`src/rtl/cossim_pkg.sv`:
```
`default_nettype none
package cossim_pkg;

  localparam int SQ_W    = 44;
  localparam int CROSS_W = 45;
  localparam int SIM_W   = 24;

  localparam logic signed [15:0] SCALE_RESET = 16'sd4096;

  // sums of one finished vector pair
  typedef struct packed {
    logic [SQ_W-1:0]           xx;
    logic [SQ_W-1:0]           yy;
    logic signed [CROSS_W-1:0] xy;
  } sums_t;

endpackage
`default_nettype wire

```
`src/rtl/cossim_front.sv`:
```
`default_nettype none
module cossim_front
  import cossim_pkg::*;
(
  input  wire logic               clk,
  input  wire logic               rst,
  input  wire logic               accept,
  input  wire logic signed [15:0] first_elem,
  input  wire logic signed [15:0] second_elem,
  input  wire logic               last_elem,
  output logic                    q_push,
  output sums_t                   q_data
);

  logic [SQ_W-1:0]           sum_first_sq;
  logic [SQ_W-1:0]           sum_second_sq;
  logic signed [CROSS_W-1:0] sum_cross;

  logic signed [31:0]        pxx, pyy, pxy;
  logic [SQ_W:0]             sxx, syy;
  logic [CROSS_W:0]          sxy;
  sums_t                     upd;

  // element products and saturating sums
  always_comb begin
    pxx = first_elem * first_elem;
    pyy = second_elem * second_elem;
    pxy = first_elem * second_elem;
    sxx = {1'b0, sum_first_sq} + {14'b0, pxx[30:0]};
    syy = {1'b0, sum_second_sq} + {14'b0, pyy[30:0]};
    sxy = {sum_cross[CROSS_W-1], sum_cross} + {{14{pxy[31]}}, pxy};
    upd.xx = sxx[SQ_W] ? {SQ_W{1'b1}} : sxx[SQ_W-1:0];
    upd.yy = syy[SQ_W] ? {SQ_W{1'b1}} : syy[SQ_W-1:0];
    if (sxy[CROSS_W] != sxy[CROSS_W-1]) begin
      upd.xy = sxy[CROSS_W] ? {1'b1, {(CROSS_W-1){1'b0}}} : {1'b0, {(CROSS_W-1){1'b1}}};
    end else begin
      upd.xy = sxy[CROSS_W-1:0];
    end
  end

  assign q_push = accept && last_elem;
  assign q_data = upd;

  // accumulate, clear after the last word of a pair
  always_ff @(posedge clk) begin
    if (rst || q_push) begin
      sum_first_sq  <= '0;
      sum_second_sq <= '0;
      sum_cross     <= '0;
    end else if (accept) begin
      sum_first_sq  <= upd.xx;
      sum_second_sq <= upd.yy;
      sum_cross     <= upd.xy;
    end
  end

endmodule
`default_nettype wire

```
`config.mk`:
```
export PLATFORM = sky130hd
export DESIGN_NAME = cossim_front
export DESIGN_NICKNAME = d
export VERILOG_FILES = /design/src/rtl/cossim_pkg.sv /design/src/rtl/cossim_front.sv
export SDC_FILE = /design/constraint.sdc
export NUM_CORES = 2
export LEC_CHECK = 0
export BUFFER_PORTS_ARGS = -buffer_cell sky130_fd_sc_hd__buf_4
export CAP_MARGIN = 20
export CORE_MARGIN = 2
export CORE_UTILIZATION = 40
export CTS_BUF_LIST = sky130_fd_sc_hd__clkbuf_8
export DETAILED_ROUTE_END_ITERATION = 8
export GPL_TIMING_DRIVEN = 0
export HOLD_SLACK_MARGIN = 0.12
export SKIP_LAST_GASP = 1
export SYNTH_ARGS = -nofsm -noshare
export SYNTH_HDL_FRONTEND = slang
export SYNTH_SLANG_ARGS = --single-unit
```
`constraint.sdc`:
```
create_clock -name clk -period 13.5 [get_ports clk]
set_input_delay 2.7 -clock clk [delete_from_list [all_inputs] [get_ports clk]]
set_output_delay 2.7 -clock clk [all_outputs]
set_load 0.005 [all_outputs]
```
# Word level (Yosys, flattened, before mapping)
# Cells that the tools add are included.
# totals
wordCells,16
input_bits,36
ff_bits,133
out_inout_bits,134
# classes
multipliers,3
n_eq_ne,1
n_addsub,3
mux,4
reduce_logical,2
# op_table
operator,count
44-bit by 31-bit adder with 45-bit output,2
45-bit 2-to-1 mux,2
44-bit 2-to-1 mux,2
16-bit by 16-bit multiplier with 31-bit output,2
45-bit by 32-bit adder with 46-bit output,1
16-bit by 16-bit multiplier with 32-bit output,1
1-bit logical AND,1
1-bit logical OR,1
1-bit inequality test,1

# Logic depth before layout (Yosys ltp)
# depth
word_depth,4
depth_mapped,37
ltp_nobuf,35

# Worst setup path after synthesis
# Ideal clock, no wire load.
# synth_path
kind,input -> output
startpoint,input port first_elem[3]
endpoint,output port q_data[100] (netlist bit)
required_ns,10.800
t_arrival_ns,10.543
cell_stages,36
path_slack_ns,0.257
path_buffers,6
cell_sequence,clkbuf_1 > clkbuf_1 > nand2_1 > inv_1 > fa_1 > inv_1 > fa_1 > fa_1 > inv_1 > fa_1 > fa_1 > inv_1 > fa_1 > inv_1 > ha_1 > a21o_1 > a21oi_1 > o21ai_0 > or4_1 > o21a_1 > a21o_1 > a21oi_1 > xnor2_1 > ha_1 > clkbuf_1 > a21o_1 > a31oi_1 > o21ai_0 > a31oi_1 > o21ai_0 > a211oi_2 > or3_1 > clkbuf_1 > buf_2 > buf_1 > nand2_1
# synth_rtl
item,line_no,source
"start, declared",cossim_front.sv:8,"input wire logic signed [15:0] first_elem,"
"end, declared",cossim_front.sv:12,output sums_t q_data

==> results by stage <==
Final layout:
- The final layout net count is 6011.
- Once layout is done, the placed cells without fillers occupy 44900 um2.
- The total of fill cells in the finished design is 9715.
- The utilization after layout is 45.7%.
- From synthesis to final layout, the design area changed by 13.1%.
- Of the cells placed in the final design, the portion with a size suffix greater than 1 is 11.7%.

Hold path:
- The worst hold path was traced through 2 stages.
- The startpoint of the tightest hold check path is sum_cross[15].
- In this run the worst hold path is classified as register to register.
- The end point of the worst hold path is sum_cross[15].

Clock tree:
- Clock-pin slew was measured on the worst setup and hold paths at 0.08 ns.
- Clock latency on the worst-skew pair, taken at its later pin, is 0.61 ns.
- The count of clock tree sinks is 133.
- Clock tree synthesis selected as its root buffer the cell sky130_fd_sc_hd__clkbuf_8.
- The H-tree depth reported by CTS is 4.
- For this design, the CTS-stage hold fixing added 0 buffers.
- The number of clock buffers added by TritonCTS is 17.
- TritonCTS built the clock tree.
- The buffer levels on the longest clock path is 2.

STA:
- The worst path in the final design needs a cycle of 13.27 ns, including I/O delays and setup.
- Setup violations remaining at the end of the flow were counted as 0.
- The number of hold violations in the final report is 0.
- The worst relative slew slack is 21.9%.
- Setup repair after global routing could not meet its margin everywhere.
- The final-report max-slew violation count is 0.
- After layout, the worst path uses 98.3% of the clock period.
- The transition time at the pin with the least slew margin is 1.17 ns.
- The tightest hold path in the finished design has a slack of 0.446 ns.
- For this run, the top clock speed supported by timing is 75.3 MHz.
- The worst clock skew is 0.0378 ns.

Global route:
- The via count of the first global-routing pass is 33600.
- After global routing the overflow that remains totals 0.
- The first global-routing pass estimated 191000 um of wire.
- The largest net degree at the start of global routing is 30.
- The initial antenna violation count was 6.
- Global routing used 24.6% of the available tracks.

Run:
- Across the run, the number of max-cap violations was 0.

Floorplanning:
- The die covers 102000 um2.
- The floorplan die height is 319 um.
- 170 I/O pins were placed.
- The number of placement rows is 115.
- The die is 319 um wide.
- The area of the placeable core is 98300 um2.
- The effective utilization at floorplan is 40.4%.

Drt:
- The routed length per instance is 20.2 um.
- In the routed design, unresolved DRC markers number 0.
- In this run the remaining antenna-violating nets after routing total 0.
- The detailed router used layers up to and including met5.
- Wire segments on met2 add up to 58300 um in the final route.
- Summing over every cut layer, the via total after detailed routing is 32200.
- The via count normalized by instance count is 5.29.
- The first-pass iteration count of the detailed router is 6.
- The final wirelength is 123000 um.
- For this block, wires on met1 add up to 50200 um.
- The iteration-0 DRC count of the detailed router is 2611.
- The routed design uses 9420 um of met3 wire.

Yosys:
- Synthesis produced a netlist with a net count of 5783.
- In the synthesized netlist, the number of instances is 4566.
- The number of different library cells in the post-synthesis netlist is 74.
- The primary flip-flop cell chosen by synthesis mapping is sky130_fd_sc_hd__dfxtp_1.
- In this run, synthesis inferred 0 flip-flops with an integrated enable.
- Summing the sequential cell areas from Yosys gives 6.71% of the chip area.
- Synthesis inferred 133 register bits.
- Of all flip-flops after synthesis, the portion carrying an async set or reset was 0%.
- The cell area that synthesis handed to floorplanning was 39700 um2.
- In this run the mean area of a mapped cell was 8.69 um2.
- Yosys printed 0 warnings.

Worst setup path:
- For the worst setup path, the data required time is 10.80 ns.
- The startpoint kind of the worst setup timing path is an input port.
- The most frequent cell on the critical path is sky130_fd_sc_hd__fa_1.
- In this run the critical register-to-register path is launched from sum_cross[10].
- The top fanout value on the critical path is 10.
- The critical path contains buffers and inverters numbering 7 combined.
- The delay of the slowest critical-path stage is 0.57 ns.
- The worst setup path is captured at an output pin.
- For flop-to-flop paths, the worst setup slack is 6.94 ns.
- The type of the worst setup path is input port to output pin.
- The number of cell instances on the worst register-to-register path is 19.
- The highest-delay cell along the critical path is sky130_fd_sc_hd__fa_1.
- The dominant delay contributor by cell family on the critical path is adder cells.
- STA puts the critical path data arrival time at 10.57 ns.
- The endpoint identified for the worst register-to-register timing path is sum_cross[39].

Placement:
- The detailed-placement wirelength estimate is 102000 um.
- Once placement finished, the instance area stood at 42500 um2.
- The number of input and output port buffers inserted is 160.
- The final RePlAce weighted congestion is 0.964.

Outcome:
- The flow ran to the end, and the final reports show no timing, DRC or antenna violations.
==> kinds of logic (layout without fill, tap and decap cells) <==
logic type | count (synthesis) | in the layout | share of synthesized area [%]
AOI/OAI and AO/OA | 673 | 674 | 11.0
xor gates and xnor gates | 198 | 198 | 4.37
adders and majority gates | 1205 | 1205 | 53.1
buffers and inverters | 1216 | 1455 | 11.6
DFF | 133 | 133 | 6.71
muxes | 12 | 12 | 0.322
other | 0 | 2 | 0
and+or+nand+nor | 1129 | 1129 | 12.9
==> how the worst max path moves through the flow <==
stage               cells past startpoint             from  slack (ns)          end
global placement                       35  second_elem[11]       -2.80   q_data[79]
detailed placement                     35  second_elem[11]       -2.83   q_data[79]
floorplan                              36    first_elem[3]        0.26  q_data[100]
finish                                 32   second_elem[8]        0.23   q_data[85]
global route                           35   first_elem[10]       -0.05  q_data[131]
CTS                                    34  second_elem[10]       -0.02   q_data[79]
==> state kept, by name (all words and copies together) (netlist names) <==
name	count
sum_second_sq	44
sum_cross	45
sum_first_sq	44
==> through the flow <==
stage	setup slack [ns]	TNS, ns	std cells
global route	-0.0488	-0.236	6094
global placement	-2.80	-223.67	6013
finish	0.227	0	6095
detailed placement	-2.83	-223.86	6016
floorplan	0.257	0	4566
CTS	-0.0163	-0.0163	6060
==> cell usage in the layout, fill, tap and decap left out, drive strengths merged, types with 145 or more instances in the layout <==
| cell | instances |
|---|---|
| nor2 | 282 |
| ha | 373 |
| xnor2 | 145 |
| clkbuf | 145 |
| buf | 278 |
| o21ai | 158 |
| inv | 1012 |
| fa | 808 |
| nand2 | 498 |
| a21oi | 176 |
==> per-layer routing <==
layer  GRT usage (%)  vias to the layer above
li1                -                    14600
met1            31.7                    16200
met2            40.6                     1163
met3            4.86                      253
met4            9.79                        4
met5               0                        -
==> what timing repair did <==
action                                  4_1_cts  5_1_grt
endpoints found under the setup margin      133      130
pin swaps                                    40       60
gates cloned                                  0        2
gates resized for setup                     248      238
setup buffers                                29       36
==> cell type report <==
type                       count  area [um2]  share of cell area, %
sequential                   133        2660                   5.93
multi-input combinational   3218       33300                   74.3
timing repair buffer         231        1810                   4.04
antenna                        2        5.00                 0.0112
clock buffer                  17         234                  0.521
tap                         1287        1610                   3.59
inverter                    1018        3850                   8.59
clock inverter                14         153                  0.340
buffer                       175        1210                   2.69
==> worst reg2reg max path, stage by stage (launching register included) <==
cell and delay (ns):
sky130_fd_sc_hd__dfxtp_1 0.35, sky130_fd_sc_hd__ha_1 0.32, sky130_fd_sc_hd__fa_1 0.51, sky130_fd_sc_hd__inv_1 0.05
sky130_fd_sc_hd__fa_1 0.49, sky130_fd_sc_hd__inv_1 0.05, sky130_fd_sc_hd__fa_1 0.57, sky130_fd_sc_hd__fa_1 0.45
sky130_fd_sc_hd__ha_1 0.39, sky130_fd_sc_hd__nand3_1 0.18, sky130_fd_sc_hd__o211ai_1 0.20, sky130_fd_sc_hd__a21oi_1 0.16
sky130_fd_sc_hd__o31ai_1 0.46, sky130_fd_sc_hd__nand2_1 0.26, sky130_fd_sc_hd__o31ai_4 0.47, sky130_fd_sc_hd__a311o_1 0.43
sky130_fd_sc_hd__o21bai_1 0.15, sky130_fd_sc_hd__nand3_2 0.23, sky130_fd_sc_hd__clkbuf_1 0.53, sky130_fd_sc_hd__o21ai_1 0.17
==> synthesized netlist by cell type, types with 29 or more instances <==
master / instances / area [um2]
sky130_fd_sc_hd__a31oi_1: 56 / 350
sky130_fd_sc_hd__and3_1: 33 / 206
sky130_fd_sc_hd__inv_1: 1009 / 3790
sky130_fd_sc_hd__clkbuf_1: 177 / 664
sky130_fd_sc_hd__o21ai_0: 125 / 626
sky130_fd_sc_hd__and2_1: 144 / 901
sky130_fd_sc_hd__a21o_1: 83 / 623
sky130_fd_sc_hd__nor2_1: 281 / 1050
sky130_fd_sc_hd__nand2_1: 498 / 1870
sky130_fd_sc_hd__dfxtp_1: 133 / 2660
sky130_fd_sc_hd__a21oi_1: 176 / 881
sky130_fd_sc_hd__o21ai_1: 32 / 160
sky130_fd_sc_hd__xor2_1: 53 / 464
sky130_fd_sc_hd__nand2b_1: 29 / 181
sky130_fd_sc_hd__a311oi_1: 54 / 473
sky130_fd_sc_hd__nand3_1: 32 / 160
sky130_fd_sc_hd__ha_1: 373 / 4670
sky130_fd_sc_hd__nor3_1: 32 / 160
sky130_fd_sc_hd__fa_1: 808 / 16200
sky130_fd_sc_hd__xnor2_1: 145 / 1270
Power is left out: the tool's default activity adds up to more than one toggle a clock period on the data nets, which glitch-free logic cannot reach.
