## src/rtl/cossim_pkg.sv

```systemverilog
`default_nettype none
package cossim_pkg;

  localparam int SQ_W    = 44;
  localparam int CROSS_W = 45;
  localparam int SIM_W   = 24;

  localparam logic signed [15:0] SCALE_RESET = 16'sd4096;

  // sums of one finished vector pair
  typedef struct packed {
    logic [SQ_W-1:0]           xx;
    logic [SQ_W-1:0]           yy;
    logic signed [CROSS_W-1:0] xy;
  } sums_t;

endpackage
`default_nettype wire

```

## src/rtl/cossim_back.sv

```systemverilog
`default_nettype none
module cossim_back
  import cossim_pkg::*;
(
  input  wire logic               clk,
  input  wire logic               rst,
  input  wire logic signed [15:0] scale,
  input  wire logic               q_valid,
  input  wire sums_t              q_data,
  output logic                    q_pop,
  input  wire logic               pop,
  output logic                    empty,
  output logic signed [SIM_W-1:0] similarity,
  output logic                    zero_norm_error
);

  typedef enum logic [6:0] {
    S_IDLE = 7'b0000001,
    S_MULN = 7'b0000010,
    S_MULQ = 7'b0000100,
    S_MULD = 7'b0001000,
    S_ADD  = 7'b0010000,
    S_CMP  = 7'b0100000,
    S_FIN  = 7'b1000000
  } state_t;

  state_t          state;
  logic [127:0]    mul_a, mul_acc;
  logic [63:0]     mul_b;
  logic [126:0]    nn;
  logic [137:0]    p, t, e, cand;
  logic [23:0]     r;
  logic [4:0]      k;
  logic            neg, err;
  logic [SQ_W-1:0] xx, yy;
  logic            out_valid;

  logic [15:0]        abs_scale;
  logic [CROSS_W-1:0] abs_xy;
  logic [23:0]        mag;
  logic               out_free;

  assign q_pop    = (state == S_IDLE) && q_valid;
  assign out_free = !out_valid || pop;
  assign empty    = !out_valid;

  // magnitudes of the operands and the clamped result
  always_comb begin
    abs_scale = scale[15] ? 16'(-scale) : scale;
    abs_xy    = q_data.xy[CROSS_W-1] ? CROSS_W'(-q_data.xy) : q_data.xy;
    if (neg) begin
      mag = (r > 24'h800000) ? 24'h800000 : r;
    end else begin
      mag = (r > 24'h7fffff) ? 24'h7fffff : r;
    end
  end

  // sequencer: shift-add products, then one result bit per pass through the add and compare states
  always_ff @(posedge clk) begin
    if (rst) begin
      state     <= S_IDLE;
      out_valid <= 1'b0;
    end else begin
      out_valid <= ((state == S_FIN) && out_free) || (out_valid && !pop);
      case (state)
        S_IDLE: begin
          if (q_valid) begin
            xx      <= q_data.xx;
            yy      <= q_data.yy;
            neg     <= scale[15] != q_data.xy[CROSS_W-1];
            err     <= (q_data.xx == '0) || (q_data.yy == '0);
            r       <= '0;
            mul_a   <= {108'b0, abs_scale, 4'b0};
            mul_b   <= {19'b0, abs_xy};
            mul_acc <= '0;
            state   <= ((q_data.xx == '0) || (q_data.yy == '0)) ? S_FIN : S_MULN;
          end
        end
        S_MULN, S_MULQ, S_MULD: begin
          if (mul_b == '0) begin
            mul_acc <= '0;
            if (state == S_MULN) begin
              mul_a <= mul_acc;
              mul_b <= mul_acc[63:0];
              state <= S_MULQ;
            end else if (state == S_MULQ) begin
              nn    <= mul_acc[126:0];
              mul_a <= {84'b0, xx};
              mul_b <= {20'b0, yy};
              state <= S_MULD;
            end else begin
              p     <= '0;
              t     <= '0;
              e     <= {4'b0, mul_acc[87:0], 46'b0};
              k     <= 5'd23;
              state <= S_ADD;
            end
          end else begin
            if (mul_b[0]) mul_acc <= mul_acc + mul_a;
            mul_a <= {mul_a[126:0], 1'b0};
            mul_b <= {1'b0, mul_b[63:1]};
          end
        end
        S_ADD: begin
          cand  <= p + t + e;
          state <= S_CMP;
        end
        S_CMP: begin
          if (cand <= {11'b0, nn}) begin
            p    <= cand;
            r[k] <= 1'b1;
            t    <= (t + {e[136:0], 1'b0}) >> 1;
          end else begin
            t    <= t >> 1;
          end
          e     <= e >> 2;
          k     <= k - 5'd1;
          state <= (k == 5'd0) ? S_FIN : S_ADD;
        end
        S_FIN: begin
          if (out_free) begin
            similarity      <= err ? '0 : (neg ? 24'(24'd0 - mag) : mag);
            zero_norm_error <= err;
            state           <= S_IDLE;
          end
        end
        default: state <= S_IDLE;
      endcase
    end
  end

endmodule
`default_nettype wire

```

## config.mk

```make
export PLATFORM = sky130hd
export DESIGN_NAME = cossim_back
export DESIGN_NICKNAME = d
export VERILOG_FILES = /design/src/rtl/cossim_pkg.sv /design/src/rtl/cossim_back.sv
export SDC_FILE = /design/constraint.sdc
export NUM_CORES = 2
export LEC_CHECK = 0
export BUFFER_PORTS_ARGS = -buffer_cell sky130_fd_sc_hd__buf_2
export CORE_MARGIN = 3
export CORE_UTILIZATION = 25
export CTS_BUF_LIST = sky130_fd_sc_hd__clkbuf_16
export DETAILED_ROUTE_END_ITERATION = 8
export PLACE_DENSITY = 0.51
export SYNTH_ARGS = -nofsm -noshare
export SYNTH_HDL_FRONTEND = slang
export SYNTH_SLANG_ARGS = --single-unit
export TNS_END_PERCENT = 20
```

## constraint.sdc

```tcl
create_clock -name clk -period 28.7 [get_ports clk]
set_clock_uncertainty 0.05 [all_clocks]
set_input_delay 4.305 -clock clk [delete_from_list [all_inputs] [get_ports clk]]
set_output_delay 4.305 -clock clk [all_outputs]
set_load 0.005 [all_outputs]
```

Word-level counts from Yosys, hierarchy flattened. Index checks and enable logic that the tools add are counted.

Flip-flop bits (word level): 1151. Output and inout bits: 27. Bits of input ports: 153. Logic and storage cells: 125.

Add/subtract/negate cells: 8. Reductions and logical operators: 27. Bitwise operators: 3. Eq/ne operators: 16. Muxes and demuxes: 48. $lt $le $gt $ge: 5.

Operator list (count): two-way mux 138 bit (7); two-way mux 128 bit (7); case mux 138 bit (2 select lines) (3); case mux 128 bit (2 select lines) (2); adder 138 bit (3); two-way mux 64 bit (4); two-way mux 24 bit (6); less-or-equal comparator 138 x 127 -> 1 bit (1); two-way mux 137 bit (1); adder 128 bit (1); case mux 64 bit (2 select lines) (1); logical NOT 44 bit (2); logical NOT 64 bit (1); case mux 24 bit (2 select lines) (1); two-way mux 45 bit (1); negation 45 bit (1); two-way mux 7 bit (5); case mux 7 bit (5 select lines) (1); two-way mux 5 bit (5); greater-than comparator 24 x 23 -> 1 bit (second input constant) (1); greater-than comparator 24 bit (second input constant) (1); OR 24 bit (1); subtractor 1 x 24 -> 24 bit (first input constant) (1); two-way mux 16 bit (1); 30 further kinds (49).

Longest topological paths before layout.
Word-level depth: 7. Mapped depth: 18. Gate-level depth less buffers: 18.

Worst setup path after synthesis. No wires, ideal clock.

Path type: input -> register. Start point: input rst. End point: register p[0], enable pin. Stages: 2. Setup time: 0.650 ns. Required time: 28.000 ns. Data arrival time: 30.343 ns. Path buffers: 0. Setup slack: -2.343 ns. Cells stage by stage: a211oi_1 nor2b_1.

Longest elaborated chain between the ends: 2.

Ends and longest elaborated chain: start: declaration (RTL line cossim_back.sv:6) `input wire logic rst,`; NOT 1 bit (no line); AND reduction 6 bit (no line); end signal: assignment (RTL line cossim_back.sv:110) `p <= cand;`; end: declaration (RTL line cossim_back.sv:31) `logic [137:0] p, t, e, cand;`.

Every way passes these cells. A chain may end at the register's enable or synchronous reset.

Worst setup path in the final report.
Start point: input q_valid. End point: output q_pop.

Longest elaborated chain between the ends: 1.

Ends and longest elaborated chain: start: declaration (RTL line cossim_back.sv:8) `input wire logic q_valid,`; logical AND 1 bit (RTL line cossim_back.sv:43) `assign q_pop = (state == S_IDLE) && q_valid;`; end: declaration (RTL line cossim_back.sv:10) `output logic q_pop,`.

Every way passes these cells.

==> run summary <==
Logic synthesis
- post-synthesis sequential area ratio: 44.8%
- FF+latch count, synth: 1144
- synthesized cell area: 76500 um^2
- Synth area leader: sky130_fd_sc_hd__edfxtp_1
- synth warn: 0
- dominant cells by area after synthesis: sky130_fd_sc_hd__edfxtp_1 (45%), sky130_fd_sc_hd__ha_1 (8.7%), sky130_fd_sc_hd__a21oi_1 (5.0%), sky130_fd_sc_hd__nand2_1 (4.6%), sky130_fd_sc_hd__fa_1 (3.6%)
- Cell variety after synth: 101
- syn avg cell area: 9.89 um^2
- area share of the largest cell type after synthesis: 44.6%
- count of flip-flops with a built-in enable after synthesis: 1136
- number of cells produced by synthesis: 7736
- synthesized net count: 8559
- Post-synth ARST share: 0%
- main flop type after synthesis: sky130_fd_sc_hd__edfxtp_1

Critical path
- reg-to-reg setup timing slack: 22.43 ns
- arrival time reported for the critical path endpoint: 4.84 ns
- crit start category: input pin
- most frequent cell on the critical path: sky130_fd_sc_hd__buf_2
- Critical Path, Cell by Cell: buf_2, nand2_1, inv_1, buf_2
- highest cell delay on the worst timing path: 0.16 ns
- Max stage delay cell, worst path: sky130_fd_sc_hd__buf_2
- largest delay contributor family on the critical path: buffers and inverters
- endpoint type of the worst setup path: primary output
- critical path type: in -> out
- Crit path required time: 24.34 ns
- CP bufs+invs: 3
- maximum fanout encountered on the critical timing path: 3

GRT
- largest net degree at the start of global routing: 167
- first-pass GRT wire length: 387000 um
- via count of the first global-routing pass: 59300
- global-route usage over all layers: 15.9%
- initial antenna violation count: 13
- total congestion overflow after global routing: 0

Routing
- routed via count divided by cell count: 5.10
- post-detailed-route count of antenna-violating nets: 0
- final routed wire length divided by cell count: 21.9 um
- wire length reported by the detailed router: 261000 um
- number of design-rule violations left by the first detailed-router iteration: 6061
- length of the first detailed-routing pass in iterations: 6
- post-detailed-route DRC marker count: 0
- detailed-route via count: 60700

Clock tree
- post-CTS sizing: 0
- number of buffers inserted to repair setup after CTS: 0
- clk sinks: 1144
- Clk Tree Root Cell: sky130_fd_sc_hd__clkbuf_16
- cts bufs inserted: 140
- clk slew on worst S/H paths: 0.06 ns
- CTS Hold Buffers Added: 0
- maximum number of buffers from clock root to sink: 4
- Clock Latency Late Sink: 0.82 ns
- CTS HTree Levels: 4
- TritonCTS clock tree: built

Timing
- count of pins over their slew limit: 0
- Final Critical Period: 9.20 ns
- Final period util: 32.1%
- RSZ-0062 raised after global routing: no
- setup TNS: 0 ns
- final setup violation count: 0
- Max-slew headroom: 24.4%
- final hold vios: 0
- least setup slack across all paths after layout: 19.50 ns
- worst slew pin tran: 1.13 ns
- maximum clock frequency: 0.109 GHz

Worst hold path
- worst hold path class: reg -> reg

Placed design
- worst slack, placed: 19.50 ns
- total of buffers placed on input and output ports: 179
- Final Wtd Congestion: 0.957
- # placed instances: 11700
- hpwl dp: 203000 um

Die
- starting density of the core: 25.2%
- die height: 559 um
- placeable core area: 304000 um^2
- I/O Pins: 180
- Total Die Area: 313000 um^2
- number of placement rows: 202
- x dimension of the die: 559 um

Job
- number of max-cap violations: 0

Power and ir drop
- power per cell area: 47.3 nW/um^2
- worst IR drop on VDD: 41.9 uV
- Pleak: 32.0 nW

Final layout
- post-layout instance count excluding filler cells: 11900
- growth of design area from synthesis to finish: 12.2%
- final net count: 8538
- share of post-route cells with drive strength above 1: 6.71%

Run status
- result of the run: completed

-- worst reg2reg max path, stage by stage (launching register included) --
cell and delay [ns]:
sky130_fd_sc_hd__edfxtp_1 0.62, sky130_fd_sc_hd__fa_1 0.51, sky130_fd_sc_hd__ha_1 0.44, sky130_fd_sc_hd__nand4_1 0.30, sky130_fd_sc_hd__nor4b_1 0.75, sky130_fd_sc_hd__nand4_1 0.51, sky130_fd_sc_hd__or4_1 0.56, sky130_fd_sc_hd__o22ai_1 0.83
sky130_fd_sc_hd__o211ai_1 0.29, sky130_fd_sc_hd__o21ai_1 0.52, sky130_fd_sc_hd__a21oi_1 0.24, sky130_fd_sc_hd__o21ai_0 0.28, sky130_fd_sc_hd__xnor2_1 0.09
-- final timing paths --
path	from	to	depth (start not counted)
max	q_valid	q_pop	4
min	mul_acc[97]	nn[97]	0
max reg2reg	e[68]	cand[134]	12
min reg2reg	mul_acc[97]	nn[97]	0
-- layer usage --
metal | share of wire [%] | wire length, um | GRT usage [%]
met5 | 0.016 | 43 | 0
met4 | 3.0 | 7760 | 4.74
met3 | 5.8 | 15100 | 1.68
met2 | 43 | 112000 | 24.0
met1 | 48 | 126000 | 23.8
-- area by class of cell --
| cell class | count | area [um^2] |
|---|---|---|
| Clock inverter | 95 | 810 |
| Inverter | 255 | 957 |
| Timing Repair Buffer | 238 | 1380 |
| Clock buffer | 143 | 3580 |
| Antenna cell | 4 | 10.0 |
| Fill cell | 32000 | 218000 |
| Tap cell | 4080 | 5100 |
| Multi-Input combinational cell | 5936 | 39800 |
| Sequential cell | 1144 | 34300 |
-- cells in the final DEF, fill, tap and decap left out, types with 143 or more instances in the layout --
cell type,instances
sky130_fd_sc_hd__edfxtp_1,1136
sky130_fd_sc_hd__nand2_1,941
sky130_fd_sc_hd__a21oi_1,760
sky130_fd_sc_hd__nor2_1,712
sky130_fd_sc_hd__ha_1,533
sky130_fd_sc_hd__o21ai_0,398
sky130_fd_sc_hd__inv_1,284
sky130_fd_sc_hd__a21o_1,270
sky130_fd_sc_hd__nand4_1,244
sky130_fd_sc_hd__xnor2_1,243
sky130_fd_sc_hd__and2_1,217
sky130_fd_sc_hd__xor2_1,200
sky130_fd_sc_hd__buf_2,179
sky130_fd_sc_hd__clkbuf_16,143
-- cells by family (layout without fill, tap and decap cells) --
| family | count (synthesis) | in the layout | synth area share, % |
|---|---|---|---|
| AOI/OAI and AO/OA | 2177 | 2177 | 18.2 |
| xor gates and xnor gates | 443 | 443 | 5.07 |
| adders and majority gates | 670 | 670 | 12.3 |
| buffers and inverters | 656 | 731 | 3.41 |
| DFF | 1144 | 1144 | 44.8 |
| muxes | 26 | 26 | 0.345 |
| other | 0 | 4 | 0 |
| and+or+nand+nor | 2620 | 2620 | 15.9 |
-- report_power, final --
group / switching [mW] / leakage (nW) / internal [mW] / total (mW)
registers: 0.0505 / 10.6 / 1.88 / 1.93
clock network: 0.741 / 2.25 / 1.02 / 1.76
logic: 0.238 / 19.2 / 0.128 / 0.366
total: 1.03 / 32.0 / 3.03 / 4.06
-- state kept, by name, indices dropped and copies added (netlist names) --
name and cells:
r 24, t 137, e 134, nn 127, out_valid 1, similarity 24, state 7, zero_norm_error 1
xx 44, neg 1, mul_acc 127, err 1, cand 138, mul_a 127, p 138, k 5
yy 44, mul_b 64
-- Yosys cell counts (38+ instances only) --
cell type,n
sky130_fd_sc_hd__a211oi_1,81
sky130_fd_sc_hd__a21o_1,270
sky130_fd_sc_hd__a21oi_1,760
sky130_fd_sc_hd__a22o_1,102
sky130_fd_sc_hd__a31oi_1,48
sky130_fd_sc_hd__and2_1,218
sky130_fd_sc_hd__clkbuf_1,353
sky130_fd_sc_hd__edfxtp_1,1136
sky130_fd_sc_hd__fa_1,137
sky130_fd_sc_hd__ha_1,533
sky130_fd_sc_hd__inv_1,255
sky130_fd_sc_hd__nand2_1,942
sky130_fd_sc_hd__nand2b_1,42
sky130_fd_sc_hd__nand3_1,93
sky130_fd_sc_hd__nand4_1,244
sky130_fd_sc_hd__nor2_1,716
sky130_fd_sc_hd__nor2b_1,38
sky130_fd_sc_hd__nor3_1,96
sky130_fd_sc_hd__nor4_1,77
sky130_fd_sc_hd__o211ai_1,43
sky130_fd_sc_hd__o21a_1,70
sky130_fd_sc_hd__o21ai_0,398
sky130_fd_sc_hd__o21bai_1,112
sky130_fd_sc_hd__o31ai_1,52
sky130_fd_sc_hd__xnor2_1,243
sky130_fd_sc_hd__xor2_1,200
-- metrics by stage --
stage,power [mW],util (%),area [um^2],hold slack (ns)
2_1_floorplan,2.21,-,76500,0.405
3_3_place_gp,2.33,26.8,81500,0.435
3_5_place_dp,2.33,26.8,81500,0.446
4_1_cts,4.10,28.3,85900,0.458
5_1_grt,4.21,28.3,85900,0.471
6_report,4.06,28.3,85900,0.454
(Power assumes the default switching activity.)
