$ cat config.mk
export PLATFORM = sky130hd
export DESIGN_NAME = cossim_queue
export DESIGN_NICKNAME = d
export VERILOG_FILES = /design/src/rtl/cossim_pkg.sv /design/src/rtl/cossim_queue.sv
export SDC_FILE = /design/constraint.sdc
export NUM_CORES = 1
export LEC_CHECK = 0
export BUFFER_PORTS_ARGS = -buffer_cell sky130_fd_sc_hd__buf_2
export CAP_MARGIN = 15
export CORE_ASPECT_RATIO = 0.8
export CORE_MARGIN = 2
export CORE_UTILIZATION = 56
export CTS_CLUSTER_DIAMETER = 40
export DETAILED_ROUTE_END_ITERATION = 10
export PLACE_DENSITY = 0.95
export SLEW_MARGIN = 20
export SYNTH_ARGS = -nofsm -noshare
export SYNTH_HDL_FRONTEND = slang
export SYNTH_SLANG_ARGS = --single-unit
$ cat constraint.sdc
create_clock -name clk -period 12.25 [get_ports clk]
set_input_delay 1.8375 -clock clk [delete_from_list [all_inputs] [get_ports clk]]
set_output_delay 1.8375 -clock clk [all_outputs]
set_load 0.02 [all_outputs]
$ cat src/rtl/cossim_pkg.sv
`default_nettype none
package cossim_pkg;

  localparam int SQ_W    = 44;
  localparam int CROSS_W = 45;
  localparam int SIM_W   = 24;

  localparam logic signed [15:0] SCALE_RESET = 16'sd4096;

  // sums of one finished vector pair
  typedef struct packed {
    logic [SQ_W-1:0]           xx;
    logic [SQ_W-1:0]           yy;
    logic signed [CROSS_W-1:0] xy;
  } sums_t;

endpackage
`default_nettype wire

$ cat src/rtl/cossim_queue.sv
`default_nettype none
module cossim_queue
  import cossim_pkg::*;
(
  input  wire logic  clk,
  input  wire logic  rst,
  input  wire logic  push,
  input  wire sums_t wdata,
  input  wire logic  pop,
  output logic       full,
  output logic       valid,
  output sums_t      rdata
);

  sums_t       mem [2];
  logic        wr_ptr, rd_ptr;
  logic [1:0]  count;

  assign full  = (count == 2'd2);
  assign valid = (count != 2'd0);
  assign rdata = mem[rd_ptr];

  // two-entry storage
  always_ff @(posedge clk) begin
    if (push) begin
      mem[wr_ptr] <= wdata;
    end
  end

  // pointers and fill count
  always_ff @(posedge clk) begin
    if (rst) begin
      wr_ptr <= 1'b0;
      rd_ptr <= 1'b0;
      count  <= 2'd0;
    end else begin
      if (push) wr_ptr <= ~wr_ptr;
      if (pop)  rd_ptr <= ~rd_ptr;
      count <= count + {1'b0, push} - {1'b0, pop};
    end
  end

endmodule
`default_nettype wire

* Word-level counts from Yosys, hierarchy flattened
Memory sizes are Yosys's and may differ from the RTL's. A register that Yosys moved wholly into a read port is not among the register bits.
Cells that the tools add are included.
** Word-level totals
- Register bits after elaboration :: 4
- Output and inout port bits :: 135
- RAM bits :: 266
- Logic and storage cells :: 14
- Memories :: 1
- ROM bits :: 0
- Latch bits :: 0
- Input bits :: 137
** Memories
- mem :: depth 2, bits a word 133, rd ports 1, clocked after Yosys merged registers in 1, write ports 1, line cossim_queue.sv:15 : sums_t mem [2];
** Cells by class
- Reductions and logical operators :: 1
- Multipliers :: 0
- Eq/ne operators :: 1
- Bitwise gates (word level) :: 2
- Multiplexer cells :: 4
- Div/mod/pow operators :: 0
- Shifts and indexed selects :: 0
- Magnitude comparators :: 0
- $add $sub $neg :: 2
** Operator list (count)
- 1-bit two-way mux :: 4
- 2-bit by 1-bit adder with 2-bit output :: 1
- 2-bit == test (second input constant) :: 1
- 1-bit NOT :: 2
- 2-bit nonzero test :: 1
- 2-bit by 1-bit subtractor with 2-bit output :: 1

* Longest topological paths before layout
Gate-level depths: netlist of the first run.
- Word-level depth :: 3
- Mapped depth :: 6
- Depth with buffers taken out :: 6

* Worst setup path before layout of the first run
No wires, ideal clock.
- Path type :: in2reg
- From :: input port push
- To :: memory mem[0][0] in the netlist's numbering (enable)
- Setup slack :: 4.008 ns
- Required time :: 11.607 ns
- Path buffers :: 0
- Stages :: 1
- Setup time :: 0.643 ns
- Arrival :: 7.599 ns
- Path through :: nor2b_1
** On the way
- Longest elaborated chain between the ends :: 2
** Ends and longest elaborated chain
- start: declaration :: line cossim_queue.sv:7 : input wire logic push,
- 1-bit two-way mux :: line cossim_queue.sv:25 : if (push) begin
- 1-bit two-way mux (implied by the code) :: line cossim_queue.sv:26 : mem[wr_ptr] <= wdata;
- end: declaration :: line cossim_queue.sv:15
Every way passes these cells.

==> results.sh, run 1 <==
export IMPL_drt_drc_violations_left=0
export IMPL_vdd_ir_drop_max_mv=0.144
export IMPL_worst_slew_margin_rel=0.323
export IMPL_hold_violations=0
export IMPL_die_w_um=154
export IMPL_gpl_final_weighted_congestion=0.828
export IMPL_setup_violating_endpoint_count_in_the_final_report=0
export IMPL_setup_tns_final_ns=0
export IMPL_power_density_nw_per_um2=176
export IMPL_vias=5100
export IMPL_cpMaxStageDelayCell="sky130_fd_sc_hd__buf_4"
export IMPL_mostFrequentLayoutCells="271 x sky130_fd_sc_hd__buf_2, 266 x sky130_fd_sc_hd__edfxtp_1, 70 x sky130_fd_sc_hd__mux2_4, 63 x sky130_fd_sc_hd__mux2_2, 29 x sky130_fd_sc_hd__clkbuf_16"
export IMPL_placement_io_buffers=271
export IMPL_detailedRoute_firstIterationViolations=311
export IMPL_yosysWarningCount=0
export IMPL_worst_skew_pair_late_latency_ns=0.53
export IMPL_placedInstanceArea_um2=11700
export IMPL_layout_cells_most_common="sky130_fd_sc_hd__buf_2"
export IMPL_io_pins=272
export IMPL_reg2reg_from="wr_ptr"
export IMPL_wirelength_um=19100
export IMPL_layout_filler_cells=1033
export IMPL_critical_path_arrival_ns=3.40
export IMPL_first_global_vias=5234
export IMPL_timing_final_max_slew_violations=0
export IMPL_seq_area_um2=8090
export IMPL_synth_sequential_area_ratio=0.801
export IMPL_cts_htree_levels=1
export IMPL_grt_setup_unrepaired="false"
export IMPL_p_leak_nw=4.91
export IMPL_skew_ns=0.0151
export IMPL_outcome="finished, final reports clean"
export IMPL_fmaxAchievable_mhz=191
export IMPL_clock_tree_from_tritoncts="done"
export IMPL_post_synth_num_cell_types=14
export IMPL_global_route_overflow_total=0
export IMPL_rows=43
export IMPL_post_cts_hold_fix_bufs=0
export IMPL_stdcell_area_um2=12600
export IMPL_crit_top_cell="sky130_fd_sc_hd__buf_4"
export IMPL_cts_root_buffer_cell="sky130_fd_sc_hd__clkbuf_16"
export IMPL_detailedPlacementHpwl_um=12600
export IMPL_clkTransAtPathRegs_ns=0.06
export IMPL_floorplan_die_height_um=124
export IMPL_critPathRequiredTime_ns=10.41
export IMPL_synthToLayoutAreaGrowth_pct=24.6
export IMPL_path_class_of_the_lowest_slack_min_delay_path="reg -> reg"
export IMPL_synthesis_area_um2=10100
export IMPL_tightestPinTransition_ns=1.02
export IMPL_critPathKind="reg -> out"
export IMPL_critPathCaptureType="output pin"
export IMPL_cts_made_buffers=29
export IMPL_grt_first_pass_wirelength_um=27900
export IMPL_cts_buffer_depth=3
export IMPL_period_share=0.427
export IMPL_floorplan_die_area_um2=19100
export IMPL_timing_critical_path_fanout_max=59
export IMPL_syn_inst=435
export IMPL_crit_path_cell_trace="buf_4, buf_4, mux2_2, buf_2"
export IMPL_detail_route_antenna_nets=0
export IMPL_postSynthAreaPerCell_um2=23.2
export IMPL_crit_buf_inv=3
export IMPL_post_cts_setup_buffer_count=0
export IMPL_clkSinkCount=271
export IMPL_timing_max_cap_violations=0
export IMPL_fin_nets=866
export IMPL_grt_antenna_before_repair=4
export IMPL_initial_core_util=0.578
export IMPL_kind_of_launch_point_of_the_worst_setup_path="flop"
export IMPL_cts_repair_resized=0
export IMPL_grt_util_all_layers=0.190
export IMPL_family_with_the_most_delay_on_the_worst_path="buffers and inverters"
export IMPL_design_core_area_um2=17500
export IMPL_area_taken_by_multi_input_logic_gates_um2=1880
export IMPL_via_per_inst=5.23
export IMPL_postSynthNetCount=574
export IMPL_route_detailed_wl_per_inst_um=19.6
export IMPL_grt_start_max_net_pins=74
export IMPL_cp_slowest_stage_delay_ns=0.81
export IMPL_detailedRoute_firstPassIterationCount=6
export IMPL_count_of_state_elements_after_synthesis=271
export IMPL_hold_path_startpoint="rd_ptr"
export IMPL_min_period_ns=5.24
export IMPL_share_of_final_layout_standard_cells_stronger_than_drive_strength_1=0.614
-- worst register-to-register path: stages, from the launching register on --
cell	delay, ns
sky130_fd_sc_hd__dfxtp_1	0.35
sky130_fd_sc_hd__nor2b_4	0.46
sky130_fd_sc_hd__buf_4	0.70
sky130_fd_sc_hd__buf_4	0.82
-- metal layers --
metal | vias to the layer above | wire (um) | GRT usage
met4 | 4 | 367 | 0.0432
li1 | 2321 | - | -
met2 | 237 | 9490 | 0.330
met5 | - | 27 | 0
met1 | 2504 | 7700 | 0.242
met3 | 34 | 1560 | 0.0536
-- per-stage QoR --
step	hold WS (ns)	std cells	total power [mW]	setup slack (ns)	utilization
floorplan	0.480	435	1.31	4.01	-
detailed placement	0.529	921	1.40	7.57	0.667
global placement	0.498	921	1.39	7.68	0.667
CTS	0.543	974	2.23	7.00	0.720
global route	0.590	975	2.29	6.85	0.720
finish	0.533	976	2.21	7.01	0.720
-- flip-flops by register name, summed over array words and instances (netlist names), named ones only --
register / flops
wr_ptr: 1
rd_ptr: 1
count: 2
mem: 266
-- cell type report --
type                       instances  share of cell area
sequential                       271               0.643
multi-input combinational        147               0.150
timing repair buffer             276               0.111
clock buffer                      32              0.0585
tap                              225              0.0224
clock inverter                    21              0.0150
inverter                           2            0.000596
antenna                            2            0.000398
-- report_power, final --
| group | internal, mW | switching [mW] |
|---|---|---|
| logic | 0.120 | 0.159 |
| clock network | 0.482 | 0.350 |
| registers | 1.08 | 0.0186 |
| total | 1.69 | 0.527 |
-- cell families (layout without fill, tap and decap cells) --
family	count (synthesis)	after routing	synth area share
other cells	0	2	0
mux	133	133	0.174
xor+xnor	3	3	0.00396
buf+inv	17	331	0.0138
simple gates	9	9	0.00458
flops	271	271	0.801
fa+ha+maj	2	2	0.00248
-- Yosys cell counts, drive strengths merged --
cell    number  area [um^2]
xnor2        2         17.5
or2          1         6.26
buf         15          131
nor2         4         15.0
edfxtp     266         7990
nor2b        3         18.8
mux2       133         1760
xnor3        1         22.5
ha           2         25.0
and2         1         6.26
inv          2         7.51
dfxtp        5          100
-- worst paths after layout --
path                                     to  slack (ns)  depth (start not counted)
worst min register to register       rd_ptr        0.53                          2
worst max-delay path              rdata[41]        7.01                          4
worst max register to register  mem[0][114]        9.51                          3
worst min-delay path                 rd_ptr        0.53                          2
(Power assumes the default switching activity.)
==> inputs of run 2 (changes only) <==
- ABC_AREA: not set -> 1
- CORE_UTILIZATION: 56 -> 47
- PLACE_DENSITY: 0.95 -> 0.86
- clock period: 12.25 -> 4.7 ns (I/O delays scaled with it)
==> results.sh, run 2 <==
export IMPL_placement_io_buffers=271
export IMPL_preCtsSetupSlack_ns=2.08
export IMPL_layout_cells_most_common="sky130_fd_sc_hd__buf_2"
export IMPL_vias=5100
export IMPL_setup_violating_endpoint_count_in_the_final_report=0
export IMPL_compound_gate_portion_of_the_synthesized_area=0.000495
export IMPL_netlist_top_cells_area="sky130_fd_sc_hd__edfxtp_1 79%, sky130_fd_sc_hd__mux2_4 10%, sky130_fd_sc_hd__mux2_2 7.0%"
export IMPL_critPathKind="reg -> out"
export IMPL_synthAdderAreaFrac=0.00248
export IMPL_area_taken_by_multi_input_logic_gates_um2=1860
export IMPL_path_class_of_the_lowest_slack_min_delay_path="in -> reg"
export IMPL_grt_start_max_net_pins=109
export IMPL_detail_route_antenna_nets=0
export IMPL_synth_sequential_area_ratio=0.800
export IMPL_route_detailed_wl_per_inst_um=18.7
export IMPL_setup_tns_final_ns=0
export IMPL_fin_util=0.612
export IMPL_die_w_um=168
export IMPL_synthesis_area_um2=10100
export IMPL_critPathRequiredTime_ns=3.99
export IMPL_synth_top_area_share=0.791
export IMPL_detailedRoute_firstIterationViolations=344
export IMPL_post_cts_hold_fix_bufs=0
export IMPL_critical_path_arrival_ns=2.44
export IMPL_drt_drc_violations_left=0
export IMPL_period_share=0.669
export IMPL_gpl_final_weighted_congestion=0.728
export IMPL_clock_tree_from_tritoncts="done"
export IMPL_postSynth_topFlopCell="sky130_fd_sc_hd__edfxtp_1"
export IMPL_post_synth_num_cell_types=14
export IMPL_ff2ff_path_depth=3
export IMPL_grt_first_pass_wirelength_um=28600
export IMPL_timing_critical_path_fanout_max=39
export IMPL_largest_family_of_logic_cells_by_synthesized_area="multiplexers"
export IMPL_critPathCaptureType="output pin"
export IMPL_number_of_flip_flops_in_the_largest_register=266
export IMPL_power_density_nw_per_um2=463
export IMPL_min_period_ns=3.14
export IMPL_fmaxAchievable_mhz=318
export IMPL_grt_util_all_layers=0.164
export IMPL_most_flop_heavy_register="mem"
export IMPL_synth_xor_area_frac=0.000867
export IMPL_reg2reg_setup_slack_ns=2.70
export IMPL_kind_of_launch_point_of_the_worst_setup_path="flop"
export IMPL_clkTransAtPathRegs_ns=0.06
export IMPL_post_cts_setup_buffer_count=0
export IMPL_synth_edff_count=266
export IMPL_synthToLayoutAreaGrowth_pct=26.5
export IMPL_reg_largest_list="mem: 266 flops, count: 2 flops"
export IMPL_tightestPinTransition_ns=1.03
export IMPL_floorplan_die_height_um=135
export IMPL_timing_max_cap_violations=0
export IMPL_mux_share_of_post_synthesis_cell_area=0.174
export IMPL_min_delay_path_depth=1
export IMPL_vdd_ir_drop_max_mv=0.355
export IMPL_cts_made_buffers=31
export IMPL_share_of_final_layout_standard_cells_stronger_than_drive_strength_1=0.607
export IMPL_cts_repair_resized=0
export IMPL_netlist_top_cell_by_area="sky130_fd_sc_hd__edfxtp_1"
export IMPL_via_per_inst=4.92
export IMPL_mostFrequentLayoutCells="271 x sky130_fd_sc_hd__buf_2, 266 x sky130_fd_sc_hd__edfxtp_1, 70 x sky130_fd_sc_hd__mux2_4, 63 x sky130_fd_sc_hd__mux2_2, 31 x sky130_fd_sc_hd__clkbuf_16"
export IMPL_detailedRoute_firstPassIterationCount=4
export IMPL_cts_htree_levels=1
export IMPL_io_pins=272
export IMPL_layout_filler_cells=1511
export IMPL_yosysWarningCount=0
export IMPL_design_core_area_um2=20900
export IMPL_post_synth_and_or_nand_nor_area_fraction=0.00545
export IMPL_floorplan_die_area_um2=22700
export IMPL_initial_core_util=0.484
export IMPL_count_of_state_elements_after_synthesis=271
export IMPL_p_leak_nw=5.00
export IMPL_outcome="finished, final reports clean"
export IMPL_clkSinkCount=271
export IMPL_grt_setup_unrepaired="false"
export IMPL_cts_root_buffer_cell="sky130_fd_sc_hd__clkbuf_16"
export IMPL_post_synth_top_count_cell="sky130_fd_sc_hd__edfxtp_1"
export IMPL_wirelength_um=19400
export IMPL_postSynthNetCount=584
export IMPL_worst_skew_pair_late_latency_ns=0.53
export IMPL_ys_async_sr_fraction=0
export IMPL_first_global_vias=5239
export IMPL_fin_nets=880
export IMPL_timing_final_max_slew_violations=0
export IMPL_detailedPlacementHpwl_um=12700
export IMPL_seq_area_um2=8090
export IMPL_placedInstanceArea_um2=11700
export IMPL_worst_slew_margin_rel=0.310
export IMPL_global_route_overflow_total=0
export IMPL_hold_violations=0
export IMPL_grt_antenna_before_repair=3
export IMPL_rows=47
export IMPL_cts_buffer_depth=3
export IMPL_setup_ws_ns=1.56
export IMPL_skew_ns=0.00873
export IMPL_syn_inst=445
export IMPL_synth_top_cells_by_count="266 x sky130_fd_sc_hd__edfxtp_1, 70 x sky130_fd_sc_hd__mux2_4, 63 x sky130_fd_sc_hd__mux2_2, 9 x sky130_fd_sc_hd__buf_6, 8 x sky130_fd_sc_hd__inv_1"
export IMPL_stdcell_area_um2=12800
export IMPL_postSynthAreaPerCell_um2=22.7
run 2: cell count changes after synthesis, sizes merged, moves of 3 or more:
cell | previous run | this run
inv | 2 | 8
nand2 | 0 | 5
nor2b | 3 | 0
nor2 | 4 | 7
run 2: cell families (layout without fill, tap and decap cells):
group	Yosys count	count (layout)
flops	271	271
mux	133	133
buf+inv	23	343
simple gates	14	14
fa+ha+maj	2	2
compound gates	1	1
xor+xnor	1	1
other cells	0	2
run 2: final timing paths:
kind / endpoint / startpoint
setup / recovery: rdata[111] / flop
hold / removal: mem[1][90] / wdata[90]
setup reg to reg: mem[1][77] / wr_ptr
hold reg to reg: rd_ptr / rd_ptr
run 2: layout make-up:
type | count | area share
sequential | 271 | 0.633
clock inverter | 19 | 0.0183
clock buffer | 38 | 0.0635
timing repair buffer | 278 | 0.110
tap | 269 | 0.0263
antenna | 2 | 0.000391
inverter | 8 | 0.00274
multi-input combinational | 151 | 0.146
run 2: layer usage:
| layer | up-vias | wire, um | global-route usage |
|---|---|---|---|
| met5 | - | 0 | 0 |
| met1 | 2465 | 7940 | 0.210 |
| li1 | 2358 | - | - |
| met3 | 30 | 1760 | 0.0520 |
| met2 | 247 | 9350 | 0.275 |
| met4 | 0 | 351 | 0.0401 |
run 2: metrics by stage:
step	hold WS [ns]	total power [mW]	std cells
2_1_floorplan	0.480	3.35	445
5_1_grt	0.329	6.12	1034
3_3_place_gp	0.493	3.55	977
4_1_cts	0.330	5.98	1034
3_5_place_dp	0.510	3.58	977
6_report	0.360	5.92	1036
run 2: worst max-delay path, stage by stage (launching register included):
cell                      delay (ns)
sky130_fd_sc_hd__dfxtp_4        0.34
sky130_fd_sc_hd__buf_4          0.45
sky130_fd_sc_hd__buf_4          0.56
sky130_fd_sc_hd__mux2_4         0.35
sky130_fd_sc_hd__buf_2          0.16
run 2: power by group:
part / switching (mW) / total, mW / internal [mW]
Clock: 0.932 / 2.40 / 1.46
Combinational: 0.396 / 0.686 / 0.290
Sequential: 0.0330 / 2.84 / 2.80
Total: 1.36 / 5.92 / 4.56
==> inputs of run 3 (changes only) <==
- CORE_UTILIZATION: 47 -> 52
- PLACE_DENSITY: 0.86 -> 0.9
- clock period: 4.7 -> 3 ns (I/O delays scaled with it)
==> results.sh, run 3 (synthesis results as in run 2) <==
export IMPL_setup_tns_final_ns=0
export IMPL_rows=45
export IMPL_min_period_ns=2.46
export IMPL_p_leak_nw=4.95
export IMPL_post_cts_setup_buffer_count=0
export IMPL_critPathKind="reg -> out"
export IMPL_vdd_ir_drop_max_mv=0.542
export IMPL_critPathRequiredTime_ns=2.55
export IMPL_io_pins=272
export IMPL_clock_tree_from_tritoncts="done"
export IMPL_setup_violating_endpoint_count_in_the_final_report=0
export IMPL_most_flop_heavy_register="mem"
export IMPL_worst_skew_pair_late_latency_ns=0.52
export IMPL_placement_io_buffers=271
export IMPL_share_of_final_layout_standard_cells_stronger_than_drive_strength_1=0.596
export IMPL_design_core_area_um2=19000
export IMPL_vias=5119
export IMPL_number_of_flip_flops_in_the_largest_register=266
export IMPL_critical_path_arrival_ns=2.01
export IMPL_kind_of_launch_point_of_the_worst_setup_path="flop"
export IMPL_grt_antenna_before_repair=0
export IMPL_tightestPinTransition_ns=0.818
export IMPL_clkSinkCount=271
export IMPL_timing_max_cap_violations=0
export IMPL_timing_critical_path_fanout_max=46
export IMPL_crit_buf_inv=2
export IMPL_setup_ws_ns=0.542
export IMPL_period_share=0.819
export IMPL_family_with_the_most_delay_on_the_worst_path="flip-flops"
export IMPL_mostFrequentLayoutCells="271 x sky130_fd_sc_hd__buf_2, 266 x sky130_fd_sc_hd__edfxtp_1, 70 x sky130_fd_sc_hd__mux2_4, 63 x sky130_fd_sc_hd__mux2_2, 29 x sky130_fd_sc_hd__clkbuf_16"
export IMPL_cpMaxStageDelayCell="sky130_fd_sc_hd__dfxtp_4"
export IMPL_clkTransAtPathRegs_ns=0.06
export IMPL_layout_cells_most_common="sky130_fd_sc_hd__buf_2"
export IMPL_cp_slowest_stage_delay_ns=0.55
export IMPL_critPathCaptureType="output pin"
export IMPL_worst_slew_margin_rel=0.455
export IMPL_cts_made_buffers=29
export IMPL_gpl_final_weighted_congestion=0.757
export IMPL_cts_buffer_depth=3
export IMPL_cts_repair_resized=0
export IMPL_wirelength_um=18900
export IMPL_detailedPlacementHpwl_um=12300
export IMPL_drt_drc_violations_left=0
export IMPL_insertedDiodeCount=0
export IMPL_post_cts_hold_fix_bufs=0
export IMPL_skew_ns=0.0150
export IMPL_route_detailed_wl_per_inst_um=18.6
export IMPL_global_route_overflow_total=0
export IMPL_detail_route_antenna_nets=0
export IMPL_hold_violations=0
export IMPL_reg_largest_list="mem: 266 flops, count: 2 flops"
export IMPL_floorplan_die_height_um=129
export IMPL_fmaxAchievable_mhz=407
export IMPL_die_w_um=160
export IMPL_fin_nets=877
export IMPL_cts_root_buffer_cell="sky130_fd_sc_hd__clkbuf_16"
export IMPL_via_per_inst=5.03
export IMPL_timing_final_max_slew_violations=0
export IMPL_initial_core_util=0.531
export IMPL_outcome="finished, final reports clean"
export IMPL_detailedRoute_firstIterationViolations=434
export IMPL_path_class_of_the_lowest_slack_min_delay_path="in -> reg"
export IMPL_grt_setup_unrepaired="false"
export IMPL_power_density_nw_per_um2=708
export IMPL_first_global_vias=5124
export IMPL_grt_first_pass_wirelength_um=27800
export IMPL_detailedRoute_firstPassIterationCount=4
export IMPL_grt_util_all_layers=0.177
export IMPL_preCtsSetupSlack_ns=1.07
export IMPL_floorplan_die_area_um2=20600
export IMPL_synthToLayoutAreaGrowth_pct=25.9
export IMPL_grt_start_max_net_pins=135
export IMPL_crit_path_cell_trace="buf_12, mux2_4, buf_2"
export IMPL_cts_htree_levels=1
==> run 3: per-stage QoR <==
stage                      util  cells  hold slack (ns)  area [um^2]  total power [mW]
after CTS                 0.669   1017           0.0865        12700              9.10
final                     0.669   1017            0.109        12700              9.01
after detailed placement  0.619    965            0.530        11800              5.61
after global routing      0.669   1017           0.0823        12700              9.32
after floorplan               -    445            0.480        10100              5.24
after global placement    0.619    965            0.494        11800              5.57
==> run 3: cell type report <==
class / count / area (um^2)
inverter: 8 / 33.8
timing repair buffer: 277 / 1460
fill: 1312 / 6310
multi-input combinational: 151 / 1860
clock buffer: 34 / 744
clock inverter: 18 / 205
sequential: 271 / 8090
tap: 258 / 323
==> run 3: worst paths after layout <==
kind | slack [ns] | cells past startpoint | startpoint | to
max reg2reg | 1.37 | 3 | wr_ptr | mem[1][97]
min | 0.11 | 1 | wdata[42] | mem[1][42]
min reg2reg | 0.55 | 2 | wr_ptr | wr_ptr
max | 0.54 | 3 | flop | rdata[131]
==> run 3: where the power goes <==
| part | internal (mW) | switching (mW) |
|---|---|---|
| clock network | 2.12 | 1.37 |
| registers | 4.39 | 0.0608 |
| logic | 0.464 | 0.610 |
| total | 6.97 | 2.04 |
==> run 3: per-layer routing <==
metal	global-route usage	share of wire
met1	0.226	0.40
met2	0.301	0.49
met3	0.0493	0.082
met4	0.0509	0.023
met5	0	0
